### src/rtl/ptfm_pkg.sv
// shared types, constants and lookup functions of the psg to fm register translator
package ptfm_pkg;

   localparam int KEY_W       = 24;
   localparam int N_W         = 14;
   localparam int NUM_SLOTS   = 24;
   localparam int SLOT_IDX_W  = 5;
   localparam int FIFO_DEPTH  = 4;
   localparam int FIFO_PTR_W  = 2;
   localparam int FIFO_CNT_W  = 3;
   localparam int LOG_STEPS   = 16;
   localparam int ENV_WAVE_MAX = 200;

   typedef enum logic [1:0] {
      ACT_WRITE = 2'd0,
      ACT_TICK  = 2'd1,
      ACT_PAN   = 2'd2,
      ACT_NONE  = 2'd3
   } action_type;

   typedef enum logic [0:0] {
      CSR_KEY_OFFSET  = 1'b0,
      CSR_STEREO_MODE = 1'b1
   } csr_index_type;

   localparam logic [KEY_W-1:0] KEY_OFFSET_RESET = 24'd9932800;

   // fm register addresses
   localparam logic [7:0] FM_KEY_ONOFF = 8'h08;
   localparam logic [7:0] FM_NOISE     = 8'h0F;
   localparam logic [7:0] FM_PAN_BASE  = 8'h24;
   localparam logic [7:0] FM_NOISE_PAN = 8'h27;
   localparam logic [7:0] FM_KC_BASE   = 8'h2C;
   localparam logic [7:0] FM_KF_BASE   = 8'h34;
   localparam logic [7:0] FM_TL_BASE   = 8'h74;
   localparam logic [7:0] FM_NOISE_TL  = 8'h7F;
   localparam logic [7:0] PAN_FEEDBACK = 8'h3C;

   // slot kinds of the front sequencer
   typedef enum logic [2:0] {
      SK_TLPRE,
      SK_FREQ,
      SK_TL,
      SK_KEY,
      SK_RETRIG,
      SK_TLPOST,
      SK_PAN,
      SK_NOISE
   } slot_kind_type;

   typedef struct packed {
      slot_kind_type kind;
      logic [1:0]    sel;
   } slot_type;

   // envelope segment kinds
   typedef enum logic [1:0] {
      SEG_UP   = 2'd0,
      SEG_DOWN = 2'd1,
      SEG_LOW  = 2'd2,
      SEG_HIGH = 2'd3
   } seg_kind_type;

   // back stage states
   typedef enum logic [2:0] {B_IDLE, B_LOG, B_KEY, B_KC, B_KF} back_state_type;

   typedef struct packed {
      logic             is_key;
      logic             last;
      logic [7:0]       addr;
      logic [N_W-1:0]   value;
   } op_type;

   // slot positions: five per voice, then post levels, pans, noise writes
   localparam logic [NUM_SLOTS-1:0] EMIT_MASK = 24'hFF_BDEF;

   function automatic slot_type decode_slot(input logic [SLOT_IDX_W-1:0] idx);
      slot_type s;
      logic [SLOT_IDX_W-1:0] sub;
      s.kind = SK_NOISE;
      s.sel  = 2'd0;
      sub    = idx;
      if (idx < 5'd15) begin
         if (idx < 5'd5) begin
            s.sel = 2'd0;
            sub   = idx;
         end else if (idx < 5'd10) begin
            s.sel = 2'd1;
            sub   = idx - 5'd5;
         end else begin
            s.sel = 2'd2;
            sub   = idx - 5'd10;
         end
         case (sub)
            5'd0:    s.kind = SK_TLPRE;
            5'd1:    s.kind = SK_FREQ;
            5'd2:    s.kind = SK_TL;
            5'd3:    s.kind = SK_KEY;
            default: s.kind = SK_RETRIG;
         endcase
      end else if (idx < 5'd18) begin
         s.kind = SK_TLPOST;
         s.sel  = 2'(idx - 5'd15);
      end else if (idx < 5'd21) begin
         s.kind = SK_PAN;
         s.sel  = 2'(idx - 5'd18);
      end else begin
         s.kind = SK_NOISE;
         s.sel  = 2'(idx - 5'd21);
      end
      return s;
   endfunction

   function automatic logic [6:0] tone_tl(input logic [3:0] vol);
      logic [6:0] r;
      case (vol)
         4'd0:    r = 7'd127;
         4'd1:    r = 7'd62;
         4'd2:    r = 7'd56;
         4'd3:    r = 7'd52;
         4'd4:    r = 7'd46;
         4'd5:    r = 7'd42;
         4'd6:    r = 7'd36;
         4'd7:    r = 7'd32;
         4'd8:    r = 7'd28;
         4'd9:    r = 7'd24;
         4'd10:   r = 7'd20;
         4'd11:   r = 7'd16;
         4'd12:   r = 7'd12;
         4'd13:   r = 7'd8;
         4'd14:   r = 7'd4;
         default: r = 7'd0;
      endcase
      return r;
   endfunction

   function automatic logic [6:0] noise_tl(input logic [3:0] vol);
      logic [6:0] r;
      case (vol)
         4'd0:    r = 7'd127;
         4'd1:    r = 7'd126;
         4'd2:    r = 7'd125;
         4'd3:    r = 7'd124;
         4'd4:    r = 7'd123;
         4'd5:    r = 7'd122;
         4'd6:    r = 7'd121;
         4'd7:    r = 7'd120;
         4'd8:    r = 7'd116;
         4'd9:    r = 7'd112;
         4'd10:   r = 7'd105;
         4'd11:   r = 7'd96;
         4'd12:   r = 7'd82;
         4'd13:   r = 7'd64;
         4'd14:   r = 7'd37;
         default: r = 7'd0;
      endcase
      return r;
   endfunction

   function automatic logic [3:0] note_code(input logic [3:0] note);
      logic [3:0] r;
      case (note)
         4'd0:    r = 4'd0;
         4'd1:    r = 4'd1;
         4'd2:    r = 4'd2;
         4'd3:    r = 4'd4;
         4'd4:    r = 4'd5;
         4'd5:    r = 4'd6;
         4'd6:    r = 4'd8;
         4'd7:    r = 4'd9;
         4'd8:    r = 4'd10;
         4'd9:    r = 4'd12;
         4'd10:   r = 4'd13;
         default: r = 4'd14;
      endcase
      return r;
   endfunction

   function automatic seg_kind_type seg_kind(input logic [3:0] shape, input logic seg);
      seg_kind_type k;
      if (!shape[3]) begin
         k = seg ? SEG_LOW : (shape[2] ? SEG_UP : SEG_DOWN);
      end else begin
         case ({shape[2:0], seg})
            4'b000_0: k = SEG_DOWN;
            4'b000_1: k = SEG_DOWN;
            4'b001_0: k = SEG_DOWN;
            4'b001_1: k = SEG_LOW;
            4'b010_0: k = SEG_DOWN;
            4'b010_1: k = SEG_UP;
            4'b011_0: k = SEG_DOWN;
            4'b011_1: k = SEG_HIGH;
            4'b100_0: k = SEG_UP;
            4'b100_1: k = SEG_UP;
            4'b101_0: k = SEG_UP;
            4'b101_1: k = SEG_HIGH;
            4'b110_0: k = SEG_UP;
            4'b110_1: k = SEG_DOWN;
            4'b111_0: k = SEG_UP;
            default:  k = SEG_LOW;
         endcase
      end
      return k;
   endfunction

   function automatic logic [4:0] restart_level(input logic [3:0] shape, input logic seg);
      seg_kind_type k;
      k = seg_kind(shape, seg);
      return (k == SEG_DOWN || k == SEG_HIGH) ? 5'd31 : 5'd0;
   endfunction

   function automatic logic [7:0] voice_pan(input logic [1:0] mode, input logic [1:0] ch);
      logic [7:0] r;
      case ({mode, ch})
         4'b00_00: r = 8'h40;
         4'b00_01: r = 8'hC0;
         4'b00_10: r = 8'h80;
         4'b01_00: r = 8'h40;
         4'b01_01: r = 8'h80;
         4'b01_10: r = 8'hC0;
         4'b10_00: r = 8'hC0;
         4'b10_01: r = 8'h40;
         4'b10_10: r = 8'h80;
         default:  r = 8'hC0;
      endcase
      return r;
   endfunction

endpackage

### src/rtl/ptfm_req_if.sv
// request and response channel interfaces
interface ptfm_req_if;
   logic       valid;
   logic       ready;
   logic [1:0] action;
   logic [7:0] reg_addr;
   logic [7:0] reg_data;
   modport source (output valid, action, reg_addr, reg_data, input ready);
   modport sink (input valid, action, reg_addr, reg_data, output ready);
endinterface

interface ptfm_rsp_if;
   logic       valid;
   logic       ready;
   logic [7:0] fm_addr;
   logic [7:0] fm_data;
   logic       last;
   modport source (output valid, fm_addr, fm_data, last, input ready);
   modport sink (input valid, fm_addr, fm_data, last, output ready);
endinterface

### src/rtl/ptfm_front.sv
// front sequencer: psg shadow, envelope model, and fm write/key ops into the queue
module ptfm_front (
   input  logic                 clock,
   input  logic                 reset,
   ptfm_req_if.sink             req_bus,
   input  logic [1:0]           stereo_mode,
   input  logic                 q_full,
   output logic                 q_push,
   output ptfm_pkg::op_type     q_op
);

   logic [7:0]  shadow_ff [16];
   logic [7:0]  shadow_in [16];
   logic [15:0] env_counter_ff, env_counter_in;
   logic [15:0] env_period_ff, env_period_in;
   logic [3:0]  env_shape_ff, env_shape_in;
   logic        env_seg_ff, env_seg_in;
   logic [4:0]  env_level_ff, env_level_in;
   logic [ptfm_pkg::NUM_SLOTS-1:0] mask_ff, mask_in;

   logic                         accept;
   logic                         step;
   logic [ptfm_pkg::SLOT_IDX_W-1:0] idx;
   logic [ptfm_pkg::NUM_SLOTS-1:0]  rest;
   ptfm_pkg::slot_type           slot;
   logic                         env_fast;
   logic                         env_wave [3];
   logic [ptfm_pkg::N_W-1:0]     freq_n [3];
   logic [7:0]                   tl_val [3];
   logic [3:0]                   noise_vol;
   logic                         noise_left, noise_right;
   logic [7:0]                   noise_pan;

   assign accept        = req_bus.valid && req_bus.ready;
   assign req_bus.ready = (mask_ff == '0);
   assign step          = (mask_ff != '0) && !q_full;
   assign env_fast      = (env_period_ff < 16'(ptfm_pkg::ENV_WAVE_MAX));

   // lowest pending slot
   always_comb begin
      idx = '0;
      for (int i = ptfm_pkg::NUM_SLOTS - 1; i >= 0; i--) begin
         if (mask_ff[i]) idx = ptfm_pkg::SLOT_IDX_W'(i);
      end
   end

   assign rest = mask_ff & (mask_ff - ptfm_pkg::NUM_SLOTS'(1));
   assign slot = ptfm_pkg::decode_slot(idx);

   // per-voice pitch period and level
   always_comb begin
      for (int c = 0; c < 3; c++) begin
         logic [7:0] v;
         logic [1:0] steps;
         v = shadow_ff[8 + c];
         env_wave[c] = v[4] && env_fast;
         unique case (env_shape_ff)
            4'd8, 4'd9, 4'd11, 4'd12, 4'd13, 4'd15: steps = 2'd1;
            4'd10, 4'd14:                            steps = 2'd2;
            default:                                 steps = 2'd0;
         endcase
         if (env_wave[c] && steps == 2'd1) begin
            freq_n[c] = {1'b0, env_period_ff[7:0], 5'd0};
         end else if (env_wave[c] && steps == 2'd2) begin
            freq_n[c] = {env_period_ff[7:0], 6'd0};
         end else begin
            freq_n[c] = {2'd0, shadow_ff[2*c + 1][3:0], shadow_ff[2*c]};
         end
         if (!shadow_ff[7][c] || env_wave[c]) begin
            if (v[4]) begin
               tl_val[c] = {1'b0, ptfm_pkg::tone_tl(env_wave[c] ? 4'd15 : env_level_ff[4:1])};
            end else begin
               tl_val[c] = {1'b0, ptfm_pkg::tone_tl(v[3:0])};
            end
         end else begin
            tl_val[c] = 8'h7F;
         end
      end
   end

   // noise mix of enabled voices
   always_comb begin
      noise_vol   = 4'd0;
      noise_left  = 1'b0;
      noise_right = 1'b0;
      for (int c = 0; c < 3; c++) begin
         logic [7:0] p;
         p = ptfm_pkg::voice_pan(stereo_mode, 2'(c));
         if (!shadow_ff[7][3 + c]) begin
            if (shadow_ff[8 + c][3:0] > noise_vol) noise_vol = shadow_ff[8 + c][3:0];
            if (p[6]) noise_left = 1'b1;
            if (p[7]) noise_right = 1'b1;
         end
      end
      if (noise_left && !noise_right)      noise_pan = 8'h40;
      else if (noise_right && !noise_left) noise_pan = 8'h80;
      else                                 noise_pan = 8'hC0;
   end

   // op for the current slot
   always_comb begin
      q_op        = '0;
      q_op.last   = ((rest & ptfm_pkg::EMIT_MASK) == '0);
      q_push      = step && slot.kind != ptfm_pkg::SK_RETRIG;
      unique case (slot.kind)
         ptfm_pkg::SK_TLPRE, ptfm_pkg::SK_TL, ptfm_pkg::SK_TLPOST: begin
            q_op.addr  = ptfm_pkg::FM_TL_BASE + 8'(slot.sel);
            q_op.value = ptfm_pkg::N_W'(tl_val[slot.sel]);
         end
         ptfm_pkg::SK_FREQ: begin
            q_op.is_key = 1'b1;
            q_op.addr   = 8'(slot.sel);
            q_op.value  = freq_n[slot.sel];
         end
         ptfm_pkg::SK_KEY: begin
            q_op.addr = ptfm_pkg::FM_KEY_ONOFF;
            if (!shadow_ff[7][slot.sel]) begin
               q_op.value = ptfm_pkg::N_W'(8'h78 | (8'(slot.sel) + 8'd4));
            end else begin
               q_op.value = ptfm_pkg::N_W'(8'(slot.sel) + 8'd4);
            end
         end
         ptfm_pkg::SK_RETRIG: begin
            q_op.addr = 8'd0;
         end
         ptfm_pkg::SK_PAN: begin
            q_op.addr  = ptfm_pkg::FM_PAN_BASE + 8'(slot.sel);
            q_op.value = ptfm_pkg::N_W'(ptfm_pkg::voice_pan(stereo_mode, slot.sel)
                                        | ptfm_pkg::PAN_FEEDBACK);
         end
         ptfm_pkg::SK_NOISE: begin
            if (slot.sel == 2'd0) begin
               q_op.addr  = ptfm_pkg::FM_NOISE;
               q_op.value = ptfm_pkg::N_W'(8'h80 | (8'h1F - {3'd0, shadow_ff[6][4:0]}));
            end else if (slot.sel == 2'd1) begin
               q_op.addr  = ptfm_pkg::FM_NOISE_PAN;
               q_op.value = ptfm_pkg::N_W'(noise_pan | ptfm_pkg::PAN_FEEDBACK);
            end else begin
               q_op.addr  = ptfm_pkg::FM_NOISE_TL;
               q_op.value = ptfm_pkg::N_W'(ptfm_pkg::noise_tl(noise_vol));
            end
         end
         default: q_op.addr = 8'd0;
      endcase
   end

   // state updates: slot side effects, or a newly accepted request
   always_comb begin
      logic [7:0]  a;
      logic [7:0]  d;
      logic [16:0] cnt_p1;
      logic        nseg;
      ptfm_pkg::seg_kind_type k;
      logic [15:0] per;
      a = req_bus.reg_addr;
      d = req_bus.reg_data;
      cnt_p1 = 17'(env_counter_ff) + 17'd1;
      nseg = ~env_seg_ff;
      k = ptfm_pkg::seg_kind(env_shape_ff, env_seg_ff);
      per = 16'd0;
      shadow_in      = shadow_ff;
      env_counter_in = env_counter_ff;
      env_period_in  = env_period_ff;
      env_shape_in   = env_shape_ff;
      env_seg_in     = env_seg_ff;
      env_level_in   = env_level_ff;
      mask_in        = mask_ff;
      if (step) begin
         mask_in = rest;
         if (slot.kind == ptfm_pkg::SK_RETRIG && shadow_ff[8 + slot.sel][4] &&
             env_shape_ff[0] == 1'b0 && env_shape_ff[3] == 1'b1) begin
            mask_in = rest;
         end else if (slot.kind == ptfm_pkg::SK_RETRIG && shadow_ff[8 + slot.sel][4]) begin
            env_counter_in = 16'd0;
            env_seg_in     = 1'b0;
            env_level_in   = ptfm_pkg::restart_level(env_shape_ff, 1'b0);
         end
      end else if (accept) begin
         unique case (req_bus.action)
            ptfm_pkg::ACT_WRITE: begin
               if (a < 8'd16) begin
                  shadow_in[a[3:0]] = d;
                  if (a <= 8'd5) begin
                     for (int c = 0; c < 3; c++) begin
                        if (a[2:1] == 2'(c)) begin
                           mask_in[5*c + 1] = 1'b1;
                           mask_in[5*c + 2] = 1'b1;
                           mask_in[5*c + 4] = 1'b1;
                        end
                     end
                  end else if (a == 8'd6) begin
                     mask_in[23:21] = 3'b111;
                  end else if (a == 8'd7) begin
                     for (int c = 0; c < 3; c++) begin
                        if (!d[c] && shadow_ff[7][c]) begin
                           mask_in[5*c + 1] = 1'b1;
                           mask_in[5*c + 2] = 1'b1;
                           mask_in[5*c + 3] = 1'b1;
                           mask_in[5*c + 4] = 1'b1;
                        end else if (d[c] && !shadow_ff[7][c]) begin
                           mask_in[5*c + 3] = 1'b1;
                        end
                     end
                     mask_in[17:15] = 3'b111;
                     mask_in[23:21] = 3'b111;
                  end else if (a <= 8'd10) begin
                     for (int c = 0; c < 3; c++) begin
                        if (a[1:0] == 2'(c)) begin
                           mask_in[5*c]     = 1'b1;
                           mask_in[5*c + 1] = 1'b1;
                        end
                     end
                     mask_in[23:21] = 3'b111;
                  end else if (a <= 8'd12) begin
                     per = {shadow_in[12], shadow_in[11]};
                     env_period_in = (per == 16'd0) ? 16'd1 : per;
                     mask_in[1]  = 1'b1;
                     mask_in[6]  = 1'b1;
                     mask_in[11] = 1'b1;
                  end else if (a == 8'd13) begin
                     env_shape_in   = d[3:0];
                     env_counter_in = 16'd0;
                     env_seg_in     = 1'b0;
                     env_level_in   = ptfm_pkg::restart_level(d[3:0], 1'b0);
                     mask_in[1]  = 1'b1;
                     mask_in[6]  = 1'b1;
                     mask_in[11] = 1'b1;
                  end
               end
            end
            ptfm_pkg::ACT_TICK: begin
               if (cnt_p1 < {1'b0, env_period_ff}) begin
                  env_counter_in = cnt_p1[15:0];
               end else begin
                  env_counter_in = 16'd0;
                  unique case (k)
                     ptfm_pkg::SEG_UP: begin
                        if (env_level_ff >= 5'd31) begin
                           env_seg_in   = nseg;
                           env_level_in = ptfm_pkg::restart_level(env_shape_ff, nseg);
                        end else begin
                           env_level_in = env_level_ff + 5'd1;
                        end
                     end
                     ptfm_pkg::SEG_DOWN: begin
                        if (env_level_ff == 5'd0) begin
                           env_seg_in   = nseg;
                           env_level_in = ptfm_pkg::restart_level(env_shape_ff, nseg);
                        end else begin
                           env_level_in = env_level_ff - 5'd1;
                        end
                     end
                     default: env_level_in = env_level_ff;
                  endcase
                  for (int c = 0; c < 3; c++) begin
                     mask_in[15 + c] = shadow_ff[8 + c][4];
                  end
               end
            end
            ptfm_pkg::ACT_PAN: begin
               mask_in[20:18] = 3'b111;
               mask_in[23:21] = 3'b111;
            end
            default: mask_in = mask_ff;
         endcase
      end
   end

   always_ff @(posedge clock) begin
      if (reset) begin
         for (int i = 0; i < 16; i++) shadow_ff[i] <= 8'd0;
         env_counter_ff <= 16'd0;
         env_period_ff  <= 16'd1;
         env_shape_ff   <= 4'd0;
         env_seg_ff     <= 1'b0;
         env_level_ff   <= 5'd0;
         mask_ff        <= '0;
      end else begin
         shadow_ff      <= shadow_in;
         env_counter_ff <= env_counter_in;
         env_period_ff  <= env_period_in;
         env_shape_ff   <= env_shape_in;
         env_seg_ff     <= env_seg_in;
         env_level_ff   <= env_level_in;
         mask_ff        <= mask_in;
      end
   end

endmodule

### src/rtl/ptfm_fifo.sv
// small op queue between the front sequencer and the key/output stage
module ptfm_fifo (
   input  logic             clock,
   input  logic             reset,
   input  logic             push,
   input  ptfm_pkg::op_type push_op,
   input  logic             pop,
   output ptfm_pkg::op_type head_op,
   output logic             empty,
   output logic             full
);

   ptfm_pkg::op_type                entry_ff [ptfm_pkg::FIFO_DEPTH];
   logic [ptfm_pkg::FIFO_PTR_W-1:0] wr_ptr_ff, wr_ptr_in;
   logic [ptfm_pkg::FIFO_PTR_W-1:0] rd_ptr_ff, rd_ptr_in;
   logic [ptfm_pkg::FIFO_CNT_W-1:0] count_ff, count_in;

   assign empty   = (count_ff == '0);
   assign full    = (count_ff == ptfm_pkg::FIFO_CNT_W'(ptfm_pkg::FIFO_DEPTH));
   assign head_op = entry_ff[rd_ptr_ff];

   always_comb begin
      wr_ptr_in = wr_ptr_ff + ptfm_pkg::FIFO_PTR_W'(push);
      rd_ptr_in = rd_ptr_ff + ptfm_pkg::FIFO_PTR_W'(pop);
      count_in  = count_ff + ptfm_pkg::FIFO_CNT_W'(push) - ptfm_pkg::FIFO_CNT_W'(pop);
   end

   always_ff @(posedge clock) begin
      if (push) entry_ff[wr_ptr_ff] <= push_op;
   end

   always_ff @(posedge clock) begin
      if (reset) begin
         wr_ptr_ff <= '0;
         rd_ptr_ff <= '0;
         count_ff  <= '0;
      end else begin
         wr_ptr_ff <= wr_ptr_in;
         rd_ptr_ff <= rd_ptr_in;
         count_ff  <= count_in;
      end
   end

endmodule

### src/rtl/ptfm_back.sv
// back stage: iterative log2 key calculation and the response output register
module ptfm_back (
   input  logic                        clock,
   input  logic                        reset,
   input  ptfm_pkg::op_type            head_op,
   input  logic                        q_empty,
   output logic                        q_pop,
   input  logic [ptfm_pkg::KEY_W-1:0]  key_offset,
   ptfm_rsp_if.source                  rsp_bus
);

   ptfm_pkg::back_state_type state_ff, state_in;
   logic                       out_valid_ff, out_valid_in;
   logic [7:0]                 out_addr_ff, out_addr_in;
   logic [7:0]                 out_data_ff, out_data_in;
   logic                       out_last_ff, out_last_in;
   logic [ptfm_pkg::N_W-1:0]   n_ff, n_in;
   logic [1:0]                 ch_ff, ch_in;
   logic                       last_ff, last_in;
   logic [3:0]                 exp_ff, exp_in;
   logic [30:0]                mant_ff, mant_in;
   logic [15:0]                frac_ff, frac_in;
   logic [3:0]                 cnt_ff, cnt_in;
   logic [ptfm_pkg::KEY_W-1:0] key_ff, key_in;

   logic        out_free;
   logic [3:0]  head_exp;
   logic [61:0] square;
   logic [31:0] sq_top;
   logic [19:0] log_q16;
   logic [23:0] twelve_log;
   logic [7:0]  ip;
   logic [15:0] oct_prod;
   logic [4:0]  oct_raw;
   logic [2:0]  oct;
   logic [7:0]  note_full;
   logic [7:0]  kc;

   assign out_free      = !out_valid_ff || rsp_bus.ready;
   assign rsp_bus.valid   = out_valid_ff;
   assign rsp_bus.fm_addr = out_addr_ff;
   assign rsp_bus.fm_data = out_data_ff;
   assign rsp_bus.last    = out_last_ff;

   always_comb begin
      head_exp = 4'd0;
      for (int i = 0; i < ptfm_pkg::N_W; i++) begin
         if (head_op.value[i]) head_exp = 4'(i);
      end
   end

   assign square     = 62'(mant_ff) * 62'(mant_ff);
   assign sq_top     = square[61:30];
   assign log_q16    = {exp_ff, frac_ff};
   assign twelve_log = {1'b0, log_q16, 3'd0} + {2'd0, log_q16, 2'd0};

   // octave and note from the integer key, divide by 12 via reciprocal
   assign ip        = key_ff[23:16];
   assign oct_prod  = 16'(ip) * 16'd171;
   assign oct_raw   = oct_prod[15:11];
   assign oct       = (oct_raw > 5'd7) ? 3'd7 : oct_raw[2:0];
   assign note_full = ip - 8'(oct_raw) * 8'd12;
   assign kc        = {1'b0, oct, ptfm_pkg::note_code(note_full[3:0])};

   // next state
   always_comb begin
      state_in = state_ff;
      unique case (state_ff)
         ptfm_pkg::B_IDLE: begin
            if (!q_empty && head_op.is_key) begin
               state_in = (head_op.value == '0) ? ptfm_pkg::B_KEY : ptfm_pkg::B_LOG;
            end
         end
         ptfm_pkg::B_LOG: begin
            if (cnt_ff == 4'(ptfm_pkg::LOG_STEPS - 1)) state_in = ptfm_pkg::B_KEY;
         end
         ptfm_pkg::B_KEY: state_in = ptfm_pkg::B_KC;
         ptfm_pkg::B_KC:  if (out_free) state_in = ptfm_pkg::B_KF;
         ptfm_pkg::B_KF:  if (out_free) state_in = ptfm_pkg::B_IDLE;
         default:         state_in = ptfm_pkg::B_IDLE;
      endcase
   end

   // outputs and datapath
   always_comb begin
      q_pop        = 1'b0;
      out_valid_in = out_valid_ff && !rsp_bus.ready;
      out_addr_in  = out_addr_ff;
      out_data_in  = out_data_ff;
      out_last_in  = out_last_ff;
      n_in         = n_ff;
      ch_in        = ch_ff;
      last_in      = last_ff;
      exp_in       = exp_ff;
      mant_in      = mant_ff;
      frac_in      = frac_ff;
      cnt_in       = cnt_ff;
      key_in       = key_ff;
      unique case (state_ff)
         ptfm_pkg::B_IDLE: begin
            if (!q_empty && head_op.is_key) begin
               q_pop   = 1'b1;
               n_in    = head_op.value;
               ch_in   = head_op.addr[1:0];
               last_in = head_op.last;
               exp_in  = head_exp;
               mant_in = 31'({17'd0, head_op.value} << (5'd30 - 5'(head_exp)));
               frac_in = 16'd0;
               cnt_in  = 4'd0;
            end else if (!q_empty && out_free) begin
               q_pop        = 1'b1;
               out_valid_in = 1'b1;
               out_addr_in  = head_op.addr;
               out_data_in  = head_op.value[7:0];
               out_last_in  = head_op.last;
            end
         end
         ptfm_pkg::B_LOG: begin
            cnt_in = cnt_ff + 4'd1;
            if (sq_top[31]) begin
               mant_in = sq_top[31:1];
               frac_in = {frac_ff[14:0], 1'b1};
            end else begin
               mant_in = sq_top[30:0];
               frac_in = {frac_ff[14:0], 1'b0};
            end
         end
         ptfm_pkg::B_KEY: begin
            if (n_ff == '0 || twelve_log >= key_offset) key_in = '0;
            else key_in = key_offset - twelve_log;
         end
         ptfm_pkg::B_KC: begin
            if (out_free) begin
               out_valid_in = 1'b1;
               out_addr_in  = ptfm_pkg::FM_KC_BASE + 8'(ch_ff);
               out_data_in  = kc;
               out_last_in  = 1'b0;
            end
         end
         ptfm_pkg::B_KF: begin
            if (out_free) begin
               out_valid_in = 1'b1;
               out_addr_in  = ptfm_pkg::FM_KF_BASE + 8'(ch_ff);
               out_data_in  = {key_ff[15:10], 2'b00};
               out_last_in  = last_ff;
            end
         end
         default: q_pop = 1'b0;
      endcase
   end

   always_ff @(posedge clock) begin
      n_ff        <= n_in;
      ch_ff       <= ch_in;
      last_ff     <= last_in;
      exp_ff      <= exp_in;
      mant_ff     <= mant_in;
      frac_ff     <= frac_in;
      key_ff      <= key_in;
      out_addr_ff <= out_addr_in;
      out_data_ff <= out_data_in;
      out_last_ff <= out_last_in;
   end

   always_ff @(posedge clock) begin
      if (reset) begin
         state_ff     <= ptfm_pkg::B_IDLE;
         out_valid_ff <= 1'b0;
         cnt_ff       <= 4'd0;
      end else begin
         state_ff     <= state_in;
         out_valid_ff <= out_valid_in;
         cnt_ff       <= cnt_in;
      end
   end

   // mantissa stays normalized in [1,2) while squaring
   a_mant_norm: assert property (@(posedge clock) disable iff (reset)
      (state_ff == ptfm_pkg::B_LOG) |-> mant_ff[30])
      else $error("log2 mantissa lost normalization");

   a_pop_nonempty: assert property (@(posedge clock) disable iff (reset)
      q_pop |-> !q_empty)
      else $error("queue popped while empty");

   a_out_from_state: assert property (@(posedge clock) disable iff (reset)
      $rose(out_valid_ff) |->
         ($past(state_ff) == ptfm_pkg::B_IDLE || $past(state_ff) == ptfm_pkg::B_KC ||
          $past(state_ff) == ptfm_pkg::B_KF))
      else $error("response loaded outside an output state");

   a_key_last_pair: assert property (@(posedge clock) disable iff (reset)
      (state_ff == ptfm_pkg::B_KC && out_free) |=>
         (state_ff == ptfm_pkg::B_KF && !out_last_ff))
      else $error("key code write not followed by fraction write");

endmodule

### src/rtl/psg_to_fm_register_translator_top.sv
// psg to fm register translator top level with configuration registers
//
// Each request (psg register write, envelope tick or pan refresh) is taken
// when the front sequencer is idle, then expanded into up to 18 fm
// register writes, one op per cycle into a four-entry queue while it is not
// full. Plain writes leave the back stage at one per cycle while the response
// is ready; each key code/fraction pair waits on the 16 serial squaring steps
// of the log2 unit (one 31x31 multiply per step) for a nonzero value, then is
// sent as two writes from the key code and fraction states.
module psg_to_fm_register_translator_top (
   input  logic                        clock,
   input  logic                        reset,
   ptfm_req_if.sink                    req_bus,
   ptfm_rsp_if.source                  rsp_bus,
   input  logic                        csr_we,
   input  logic [0:0]                  csr_index,
   input  logic [ptfm_pkg::KEY_W-1:0]  csr_wdata
);

   logic [ptfm_pkg::KEY_W-1:0] key_offset_ff, key_offset_in;
   logic [1:0]                 stereo_mode_ff, stereo_mode_in;

   logic             q_push;
   logic             q_pop;
   logic             q_full;
   logic             q_empty;
   ptfm_pkg::op_type push_op;
   ptfm_pkg::op_type head_op;

   always_comb begin
      key_offset_in  = key_offset_ff;
      stereo_mode_in = stereo_mode_ff;
      if (csr_we) begin
         unique case (csr_index)
            ptfm_pkg::CSR_KEY_OFFSET:  key_offset_in  = csr_wdata;
            ptfm_pkg::CSR_STEREO_MODE: stereo_mode_in = csr_wdata[1:0];
            default:                   key_offset_in  = key_offset_ff;
         endcase
      end
   end

   always_ff @(posedge clock) begin
      if (reset) begin
         key_offset_ff  <= ptfm_pkg::KEY_OFFSET_RESET;
         stereo_mode_ff <= 2'd0;
      end else begin
         key_offset_ff  <= key_offset_in;
         stereo_mode_ff <= stereo_mode_in;
      end
   end

   ptfm_front u_front (
      .clock       (clock),
      .reset       (reset),
      .req_bus     (req_bus),
      .stereo_mode (stereo_mode_ff),
      .q_full      (q_full),
      .q_push      (q_push),
      .q_op        (push_op)
   );

   ptfm_fifo u_fifo (
      .clock   (clock),
      .reset   (reset),
      .push    (q_push),
      .push_op (push_op),
      .pop     (q_pop),
      .head_op (head_op),
      .empty   (q_empty),
      .full    (q_full)
   );

   ptfm_back u_back (
      .clock      (clock),
      .reset      (reset),
      .head_op    (head_op),
      .q_empty    (q_empty),
      .q_pop      (q_pop),
      .key_offset (key_offset_ff),
      .rsp_bus    (rsp_bus)
   );

endmodule
### src/flat_wrapper.sv
// flat-port wrapper written by rule: the top's interface ports become plain ports
module psg_to_fm_register_translator_top_flat 
  (clock, reset, csr_we, csr_index, csr_wdata, req_bus_valid, req_bus_action, req_bus_reg_addr, req_bus_reg_data, req_bus_ready, rsp_bus_valid, rsp_bus_fm_addr, rsp_bus_fm_data, rsp_bus_last, rsp_bus_ready);
  ptfm_req_if req_bus_i ();
  ptfm_rsp_if rsp_bus_i ();
  input  logic clock;
  input  logic reset;
  input  logic csr_we;
  input  logic [0:0] csr_index;
  input  logic [ptfm_pkg::KEY_W-1:0] csr_wdata;
  input wire logic [$bits(req_bus_i.valid)-1:0] req_bus_valid;
  input wire logic [$bits(req_bus_i.action)-1:0] req_bus_action;
  input wire logic [$bits(req_bus_i.reg_addr)-1:0] req_bus_reg_addr;
  input wire logic [$bits(req_bus_i.reg_data)-1:0] req_bus_reg_data;
  output wire logic [$bits(req_bus_i.ready)-1:0] req_bus_ready;
  output wire logic [$bits(rsp_bus_i.valid)-1:0] rsp_bus_valid;
  output wire logic [$bits(rsp_bus_i.fm_addr)-1:0] rsp_bus_fm_addr;
  output wire logic [$bits(rsp_bus_i.fm_data)-1:0] rsp_bus_fm_data;
  output wire logic [$bits(rsp_bus_i.last)-1:0] rsp_bus_last;
  input wire logic [$bits(rsp_bus_i.ready)-1:0] rsp_bus_ready;
  assign req_bus_i.valid = req_bus_valid;
  assign req_bus_i.action = req_bus_action;
  assign req_bus_i.reg_addr = req_bus_reg_addr;
  assign req_bus_i.reg_data = req_bus_reg_data;
  assign req_bus_ready = req_bus_i.ready;
  assign rsp_bus_valid = rsp_bus_i.valid;
  assign rsp_bus_fm_addr = rsp_bus_i.fm_addr;
  assign rsp_bus_fm_data = rsp_bus_i.fm_data;
  assign rsp_bus_last = rsp_bus_i.last;
  assign rsp_bus_i.ready = rsp_bus_ready;
  psg_to_fm_register_translator_top u_core (.clock(clock), .reset(reset), .req_bus(req_bus_i), .rsp_bus(rsp_bus_i), .csr_we(csr_we), .csr_index(csr_index), .csr_wdata(csr_wdata));
endmodule
### config.mk
export PLATFORM = sky130hd
export DESIGN_NAME = psg_to_fm_register_translator_top_flat
export DESIGN_NICKNAME = d
export VERILOG_FILES = /design/src/rtl/ptfm_pkg.sv /design/src/rtl/ptfm_req_if.sv /design/src/rtl/ptfm_front.sv /design/src/rtl/ptfm_fifo.sv /design/src/rtl/ptfm_back.sv /design/src/rtl/psg_to_fm_register_translator_top.sv /design/src/flat_wrapper.sv
export SDC_FILE = /design/constraint.sdc
export NUM_CORES = 2
export LEC_CHECK = 0
export ABC_CLOCK_PERIOD_IN_PS = 15600
export BUFFER_PORTS_ARGS = -buffer_cell sky130_fd_sc_hd__buf_2
export CORE_UTILIZATION = 58
export CTS_CLUSTER_SIZE = 25
export DETAILED_ROUTE_END_ITERATION = 7
export HOLD_SLACK_MARGIN = 0.12
export PLACE_DENSITY = 0.74
export RECOVER_POWER = 100
export SLEW_MARGIN = 20
export SYNTH_ARGS = -nofsm -noshare
export SYNTH_HDL_FRONTEND = slang
export SYNTH_SLANG_ARGS = --single-unit
### constraint.sdc
create_clock -name clock -period 15.6 [get_ports clock]
set_input_delay 0.78 -clock clock [delete_from_list [all_inputs] [get_ports clock]]
set_output_delay 0.78 -clock clock [all_outputs]
set_load 0.05 [all_outputs]
==> flow_metrics.tcl <==
set metrics [dict create \
    period_needed_ps 11290 \
    die_h_um 294 \
    ys_seq_area_frac 0.196 \
    slew_headroom -2.50 \
    tritoncts "done" \
    antenna_found_initial 3 \
    cts.htree.levels 2 \
    hold_path.class "input pin to register" \
    drive_gt1_frac 0.0439 \
    placed_area_um2 50800 \
    grt_pass1_wl_mm 207 \
    cp_max_fo 40 \
    vias 37300 \
    async_flop_share 0 \
    max_freq_mhz 88.6 \
    synth_edf_count 186 \
    place_congestion 0.941 \
    critPathMaxStageDelay_ps 1500 \
    yosysTopAreaCellShare 0.309 \
    yosys-top-cells-count "inv_1, fa_1, nand2_1, ha_1, nor2_1" \
    n_antenna_cell 0 \
    wirelength_mm 128 \
    final_cells 6459 \
    drc 0 \
    dp_hpwl_mm 97.4 \
    cts_buffer_depth 3 \
    worstPathRequired_ps 15880 \
    path_class "register to register" \
    portBuffers 65 \
    final_nets 6488 \
    end_kind "register" \
    final_area_um2 52000 \
    rsz0062_at_grt "false" \
    slew_violations 450 \
    multi_input_area_um2 34900 \
    finalCritPeriodShare 0.724 \
    fp-row-count 106 \
    num_io_pins 67 \
    clkTransAtPathRegs_ps 70 \
    post-synth-top-count-cell "inv_1" \
    ys.flop_type "dfxtp_1" \
    syn2layout_area_growth_pct 5.13 \
    drt_first_iter_violations 3243 \
    first_pass_iters 6 \
    cts.repair.resized 0 \
    vias_per_cell 5.78 \
    cpMostUsedCell "fa_1" \
    yosysTopAreaCell "fa_1" \
    core-area_um2 84100 \
    initial_core_util 0.588 \
    violations "max-capacitance violations, max-slew violations" \
    max-cap-violations 10 \
    setup_viol 0 \
    netlist_instances 5360 \
    numClockSinks 391 \
    hold_viol_final 0 \
    die_w_um 294 \
    synthTopCellsByArea "fa_1, edfxtp_1, ha_1" \
    ys_warn_count 0 \
    yosys_register_bits 391 \
    overflow 0 \
    tightest_slew_ps 5240 \
    die-area_um2 86500 \
    skew_ps 26.8 \
    hold_buffers 0 \
    cts_buffers 40 \
    fin_setup_tns_ps 0 \
    slowest_stage "clkbuf_1" \
    fillers 7070 \
    insertion_delay_ps 560 \
    synth_area_um2 49500 \
    postCtsSetupRepairBufs 0 \
    arrival_ps 11580 \
    grt_use_total 0.305 \
    grt_pass1_vias 38400 \
    grt_max_degree 118 \
    register_area_um2 9690 \
    placed_cells 6385 \
    root_buffer "clkbuf_16" \
    synth.avg_cell_area_um2 9.23 \
    routedWlPerCell_um 19.8 \
    ant_nets 0 \
    status "finished with violations" \
    synth_cell_type_count 96 \
    critPathLaunchType "register" \
]
[worst max-delay path, delay by kind of cell (launching register included)]
kind                       cells  cell delay [ps]
adders and majority gates      9             4240
buffers and inverters         10             3650
and+or+nand+nor                4             1200
AOI/OAI and AO/OA              7             1140
DFF                            1              720
[logic make-up after synthesis]
group | Yosys count | share of synthesized area
and+or+nand+nor | 1459 | 0.141
buffers and inverters | 1304 | 0.0996
DFF | 391 | 0.196
other | 1 | 0.0000758
xor gates and xnor gates | 107 | 0.0189
AOI/OAI and AO/OA | 811 | 0.105
muxes | 133 | 0.0326
adders and majority gates | 1154 | 0.407
[cells in the final DEF, fill, tap and decap left out, types with 17 or more instances in the layout]
| master | netlist | final |
|---|---|---|
| a211oi_1 | 59 | 60 |
| a21o_1 | 46 | 46 |
| a21oi_1 | 273 | 273 |
| a31oi_1 | 29 | 29 |
| and2_0 | 0 | 19 |
| and2_1 | 217 | 198 |
| and3_1 | 25 | 25 |
| buf_2 | 14 | 46 |
| buf_4 | 2 | 42 |
| clkbuf_1 | 203 | 37 |
| clkbuf_16 | 0 | 40 |
| dfxtp_1 | 205 | 205 |
| edfxtp_1 | 186 | 186 |
| fa_1 | 763 | 763 |
| ha_1 | 384 | 384 |
| inv_1 | 1064 | 1064 |
| mux2_2 | 17 | 17 |
| mux2i_1 | 95 | 95 |
| mux4_2 | 21 | 21 |
| nand2_1 | 523 | 523 |
| nand2b_1 | 25 | 25 |
| nand3_1 | 92 | 92 |
| nor2_1 | 324 | 323 |
| nor2b_1 | 57 | 57 |
| nor3_1 | 75 | 75 |
| nor4_1 | 18 | 18 |
| o211ai_1 | 18 | 18 |
| o21a_1 | 18 | 18 |
| o21ai_0 | 150 | 151 |
| o21bai_1 | 20 | 20 |
| o22ai_1 | 25 | 25 |
| o31ai_1 | 23 | 23 |
| xnor2_1 | 56 | 56 |
| xor2_1 | 51 | 51 |
[flip-flops by register name (all words and copies together), names as in the netlist, 4 cells and up, named ones only]
signal                         flops
u_core.u_back.frac_ff             16
u_core.u_front.env_period_ff      16
u_core.u_front.env_counter_ff     16
u_core.u_back.cnt_ff               4
u_core.u_back.rsp_bus.fm_data      8
u_core.u_back.mant_ff             31
u_core.key_offset_ff              24
u_core.u_front.env_shape_ff        4
u_core.u_front.env_level_ff        5
u_core.u_back.exp_ff               4
u_core.u_back.n_ff                14
u_core.u_back.rsp_bus.fm_addr      7
u_core.u_front.mask_ff            24
u_core.u_front.shadow_ff          78
u_core.u_fifo.entry_ff            88
u_core.u_back.key_ff              14
[layer usage]
metal | global-route usage | part of all wire | up-vias
li1 | - | - | 17100
met1 | 0.404 | 0.41 | 18500
met2 | 0.513 | 0.48 | 1446
met3 | 0.0402 | 0.073 | 303
met4 | 0.106 | 0.039 | 4
met5 | 0 | 0.00019 | -
[through the flow]
step	setup WS, ps	utilization	hold WS, ps
floorplan	7540	-	436
global placement	6350	0.604	443
detailed placement	6100	0.604	447
CTS	6070	0.620	415
global route	3850	0.619	435
finish	4310	0.619	437
[layout make-up]
class,count,area share
clock buffer,55,0.0221
clock inverter,19,0.00351
inverter,1075,0.0776
multi-input combinational,3666,0.671
sequential,391,0.186
tap,1134,0.0273
timing repair buffer,119,0.0127
[final timing paths]
| path | startpoint | to | slack, ps | depth (start not counted) |
|---|---|---|---|---|
| setup / recovery | u_core.u_back.mant_ff[15] | u_core.u_back.mant_ff[28] | 4310 | 30 |
| hold / removal | csr_wdata[12] | u_core.key_offset_ff[12] | 440 | 3 |
| setup reg to reg | u_core.u_back.mant_ff[15] | u_core.u_back.mant_ff[28] | 4310 | 30 |
| hold reg to reg | u_core.u_front.shadow_ff[121] | u_core.u_front.shadow_ff[121] | 460 | 2 |
Power is left out: the tool's default activity adds up to more than one toggle a clock period on the data nets, which glitch-free logic cannot reach.
